File: config.mk
export PLATFORM = sky130hd
export DESIGN_NAME = kwtk_ctrl
export DESIGN_NICKNAME = d
export VERILOG_FILES = /design/src/kwtk_pkg.sv /design/src/kwtk_ctrl.sv
export SDC_FILE = /design/constraint.sdc
export NUM_CORES = 1
export LEC_CHECK = 0
export BUFFER_PORTS_ARGS = -buffer_cell sky130_fd_sc_hd__buf_2
export CORE_MARGIN = 1.5
export CORE_UTILIZATION = 40
export CTS_BUF_LIST = sky130_fd_sc_hd__clkbuf_8
export CTS_CLUSTER_DIAMETER = 150
export DETAILED_ROUTE_END_ITERATION = 16
export PLACE_DENSITY = 0.74
export SETUP_SLACK_MARGIN = 0.02
export SKIP_CTS_REPAIR_TIMING = 1
export SYNTH_ARGS = -nofsm -noshare
export SYNTH_HDL_FRONTEND = slang
export SYNTH_SLANG_ARGS = --single-unit
export TNS_END_PERCENT = 10
File: constraint.sdc
create_clock -name clk -period 2.2 [get_ports clk]
set_input_delay 0.44 -clock clk [delete_from_list [all_inputs] [get_ports clk]]
set_output_delay 0.44 -clock clk [all_outputs]
set_load 0.02 [all_outputs]
File: src/kwtk_pkg.sv
package kwtk_pkg;

  localparam int WORKERS    = 8;
  localparam int LIST_DEPTH = 8;
  localparam int MAX_EMIT   = 64;

  localparam int WIDX_W = (WORKERS > 1) ? $clog2(WORKERS) : 1;
  localparam int POS_W  = (LIST_DEPTH > 1) ? $clog2(LIST_DEPTH) : 1;
  localparam int FILL_W = $clog2(LIST_DEPTH + 1);
  localparam int ADDR_W = $clog2(WORKERS * LIST_DEPTH);
  localparam int TOT_W  = $clog2(WORKERS * LIST_DEPTH + 1);
  localparam int IDX_W  = 3;
  localparam int KEY_W  = 32;
  localparam int ROW_W  = 32;
  localparam int KEEP_W = 7;
  localparam int CFG_W  = 7;

  localparam logic FUNC_APPEND = 1'b0;
  localparam logic FUNC_MERGE  = 1'b1;

  typedef enum logic {
    REG_KEEP_COUNT = 1'b0,
    REG_ASCENDING  = 1'b1
  } reg_idx_t;

  typedef struct packed {
    logic              append;
    logic              scan_start;
    logic              scan_issue;
    logic [WIDX_W-1:0] scan_w;
    logic              emit;
    logic              clear;
  } cmd_t;

  typedef struct packed {
    logic limit_zero;
    logic empty;
    logic last;
  } status_t;

  // Map float bits to an unsigned code whose order follows float order.
  function automatic logic [KEY_W-1:0] order_key(input logic [KEY_W-1:0] b);
    logic [KEY_W-1:0] v;
    v = (b == 32'h8000_0000) ? '0 : b;
    order_key = v[KEY_W-1] ? ~v : (v | 32'h8000_0000);
  endfunction

endpackage

File: src/kwtk_ctrl.sv
module kwtk_ctrl (
  input  logic              clk,
  input  logic              rst_n,
  input  logic              start,
  input  logic              in_func,
  input  kwtk_pkg::status_t sts,
  output kwtk_pkg::cmd_t    cmd,
  output logic              busy
);

  typedef enum logic [4:0] {
    S_IDLE  = 5'b00001,
    S_SCAN  = 5'b00010,
    S_FIN   = 5'b00100,
    S_EMIT  = 5'b01000,
    S_CLEAR = 5'b10000
  } state_t;

  state_t                      state_r, state_nxt;
  logic [kwtk_pkg::WIDX_W-1:0] w_r, w_nxt;

  always_comb begin
    state_nxt = state_r;
    w_nxt     = w_r;
    case (state_r)
      S_IDLE: begin
        w_nxt = '0;
        if (start && in_func == kwtk_pkg::FUNC_MERGE) begin
          state_nxt = (sts.limit_zero || sts.empty) ? S_CLEAR : S_SCAN;
        end
      end
      S_SCAN: begin
        if (32'(w_r) == kwtk_pkg::WORKERS - 1) begin
          state_nxt = S_FIN;
        end else begin
          w_nxt = w_r + 1'b1;
        end
      end
      S_FIN:  state_nxt = S_EMIT;
      S_EMIT: begin
        w_nxt     = '0;
        state_nxt = sts.last ? S_CLEAR : S_SCAN;
      end
      S_CLEAR: state_nxt = S_IDLE;
      default: state_nxt = S_IDLE;
    endcase
  end

  always_ff @(posedge clk) begin
    if (!rst_n) begin
      state_r <= S_IDLE;
      w_r     <= '0;
    end else begin
      state_r <= state_nxt;
      w_r     <= w_nxt;
    end
  end

  always_comb begin
    cmd.append     = (state_r == S_IDLE) && start && (in_func == kwtk_pkg::FUNC_APPEND);
    cmd.scan_issue = (state_r == S_SCAN);
    cmd.scan_start = (state_r == S_SCAN) && (w_r == '0);
    cmd.scan_w     = w_r;
    cmd.emit       = (state_r == S_EMIT);
    cmd.clear      = (state_r == S_CLEAR);
  end

  assign busy = (state_r != S_IDLE);

endmodule

==> results.ini <==
[synth]
synthAdderAreaFrac_pct = 6.86
synthMuxAreaShare_pct = 4.58
syn-num-nets = 68
synth.avg_cell_area_um2 = 9.43
yosysWarnings = 0
synth_area_um2 = 547
ys_ff_latch = 8
ys_types = 33
synth-compound-area-share_pct = 14.2
synthSimpleGateAreaFrac_pct = 32.5
synth-xor-area-share_pct = 1.60
netlist_instances = 58
yosysSeqAreaShare_pct = 29.3
synth_top_family_by_area = simple AND/OR/NAND/NOR gates

[power_and_ir_drop]
totalPowerFinal_uw = 367
seq_power_share_pct = 41.8
combPwrFrac_pct = 10.2
p_clk_share_pct = 48.0
ir_drop_uv = 323
p_leak_uw = 0.000328
powerDensity_nw_per_um2 = 576
p_int_uw = 284
switching_share_pct = 22.6
switchingPower_uw = 82.9

[place]
hpwl_um = 759
gp_congestion = 0.716
numPortBuffers = 15
placed_cell_area_um2 = 596

[route]
vias = 468
drtIter0Drc = 5
vias_per_cell = 5.38
dr.pass1.iters = 3
wl_per_cell_um = 11.4
wirelength_um = 993
drc_errors = 0
ant_nets = 0

[cts]
clk_latency_ns = 0.23
htree_levels = 1
cts_tree = done
cts_inserted_buffers = 3
clockBufferDepth = 2
clock-root-buffer = clkbuf_8
clk_pin_slew_ns = 0.04
clock-sinks = 8

[critical_path]
cp.arrival_ns = 1.41
r2r_setup_slack_ns = 0.65
critPathLaunchType = flop
reg2reg_to = w_r[0]$_SDFFE_PN0P_
worstSetupPathType = reg2out
end_kind = output pin
reg2reg_from = w_r[0]$_SDFFE_PN0P_
worstRegToRegCells = 6
required_ns = 1.76
critPathMaxFanout = 9

[floorplanning]
die-area_um2 = 1600
die_y_um = 40.0
die_x_um = 40.0
core-area_um2 = 1280
row_count = 13
io_pins = 16
start_util_pct = 42.6

[sta]
max_freq_mhz = 542
timing_hold_violations_final = 0
min_period_ns = 1.85
finalSetupTns_ns = 0
finalClockSkew_ns = 0.00176
period_share_pct = 83.9
slew_violations = 0
relSlewSlack_pct = 75.3
rsz0062_at_grt = false
tightest_slew_ns = 0.370
setup_viol = 0

[global_route]
grt_max_degree = 11
antenna_found_initial = 0
grt.total_usage_pct = 16.2
grt_pass1_wl_um = 1620
grt_pass1_vias = 386
grt_overflow = 0

[worst_hold_path]
hp-start = rst_n
hp-class = in2reg
hold_depth = 2
hold_end = state_r[2]$_SDFFE_PN0P_

[final_layout]
final_cell_area_um2 = 637
layout-drive-gt1-share_pct = 33.3
fill_cells = 130
nNetsFinal = 84
syn_to_final_growth_pct = 16.5
antenna_cells = 0

[flow_run]
max-cap-violations = 0

[status]
status = completed

layout by cell type, fill, tap and decap left out:
master and count:
nor3_4 1, a211oi_1 1, nand3b_2 1, inv_1 4
ha_1 3, mux2_4 1, nand3_1 1, nand2_1 2
o32ai_1 1, nor4_1 1, o21ai_0 1, clkbuf_8 3
nor2_2 1, buf_2 15, and4_1 1, nand3_2 1
o22ai_1 1, a22o_1 2, o21ai_1 1, nor3_1 2
and3b_1 1, o2111ai_1 1, nor2b_1 2, nand2b_1 3
dfxtp_1 8, xor2_1 1, o2111a_1 1, nor3b_1 2
o21a_1 1, mux2i_1 1, nand3b_1 1, nor2_1 4
nor3b_2 1, and2_1 1
sequential cells by signal (all words and copies together) (netlist names):
register	cells
state_r	5
w_r	3
final cells by class:
| class | instances | area, um2 | share of cell area, % |
|---|---|---|---|
| clock buffer | 3 | 41.3 | 6.48 |
| inverter | 4 | 15.0 | 2.36 |
| multi-input combinational | 42 | 327 | 51.3 |
| sequential | 8 | 160 | 25.1 |
| tap | 15 | 18.8 | 2.95 |
| timing repair buffer | 15 | 75.1 | 11.8 |
power by group through the flow:
stage	Combinational [uW]	Sequential (uW)	Clock [uW]
floorplan	30.1	152	0
global placement	36.9	156	0
detailed placement	37.5	156	0
CTS	37.7	153	185
global route	41.8	154	190
finish	37.4	153	176
per-layer routing:
metal,wire (um),part of all wire [%],GRT usage (%)
met4,19,1.9,7.76
met3,69,6.9,8.33
met5,0,0,0
met2,422,42,24.6
met1,482,49,18.7
critical path, stage by stage (launching register included):
cell and delay (ns):
dfxtp_1 0.41, nor3_4 0.26, nand3b_2 0.13, nor3b_1 0.19, buf_2 0.19
metrics by stage:
| stage | std cells | hold WS (ns) | worst slack, ns | utilization (%) |
|---|---|---|---|---|
| after global routing | 87 | 0.501 | 0.224 | 49.6 |
| final | 87 | 0.498 | 0.354 | 49.6 |
| after CTS | 87 | 0.493 | 0.341 | 49.6 |
| after detailed placement | 84 | 0.508 | 0.600 | 46.3 |
| after floorplan | 58 | 0.524 | 0.375 | - |
| after global placement | 84 | 0.507 | 0.632 | 46.3 |
kinds of logic after synthesis:
family	count (synthesis)
simple gates	26
compound gates	10
buf+inv	8
flops	8
fa+ha+maj	3
mux	2
xor+xnor	1
synth_stat cells:
master	n	area (um2)
nor3b_1	2	15.0
nor2_1	4	15.0
xor2_1	1	8.76
a211oi_1	1	7.51
dfxtp_1	8	160
and3b_1	1	8.76
mux2_4	1	15.0
nand2_1	2	7.51
and2_1	1	6.26
ha_1	3	37.5
o21ai_0	1	5.00
o21ai_1	1	5.00
nor2_2	1	6.26
nor4_1	1	6.26
nor3_4	1	16.3
nor3b_2	1	12.5
nor2b_1	2	12.5
o21a_1	1	7.51
buf_6	4	45.0
o2111a_1	1	11.3
nor3_1	2	10.0
inv_1	4	15.0
nand3_1	1	5.00
o32ai_1	1	8.76
and4_1	1	8.76
o2111ai_1	1	8.76
nand2b_1	3	18.8
nand3b_2	1	11.3
a22o_1	2	17.5
o22ai_1	1	6.26
nand3_2	1	10.0
mux2i_1	1	10.0
nand3b_1	1	7.51
worst max-delay path by stage:
stage,from,to,slack [ns],cells after the start
4_1_cts,state_r[1]$_SDFFE_PN0P_,cmd[7],0.34,4
5_1_grt,state_r[1]$_SDFFE_PN0P_,cmd[7],0.22,4
3_3_place_gp,state_r[1]$_SDFFE_PN0P_,cmd[7],0.63,4
2_1_floorplan,state_r[1]$_SDFFE_PN0P_,cmd[7],0.38,4
6_report,state_r[1]$_SDFFE_PN0P_,cmd[7],0.35,4
3_5_place_dp,state_r[1]$_SDFFE_PN0P_,cmd[7],0.60,4
(Power assumes the default switching activity.)
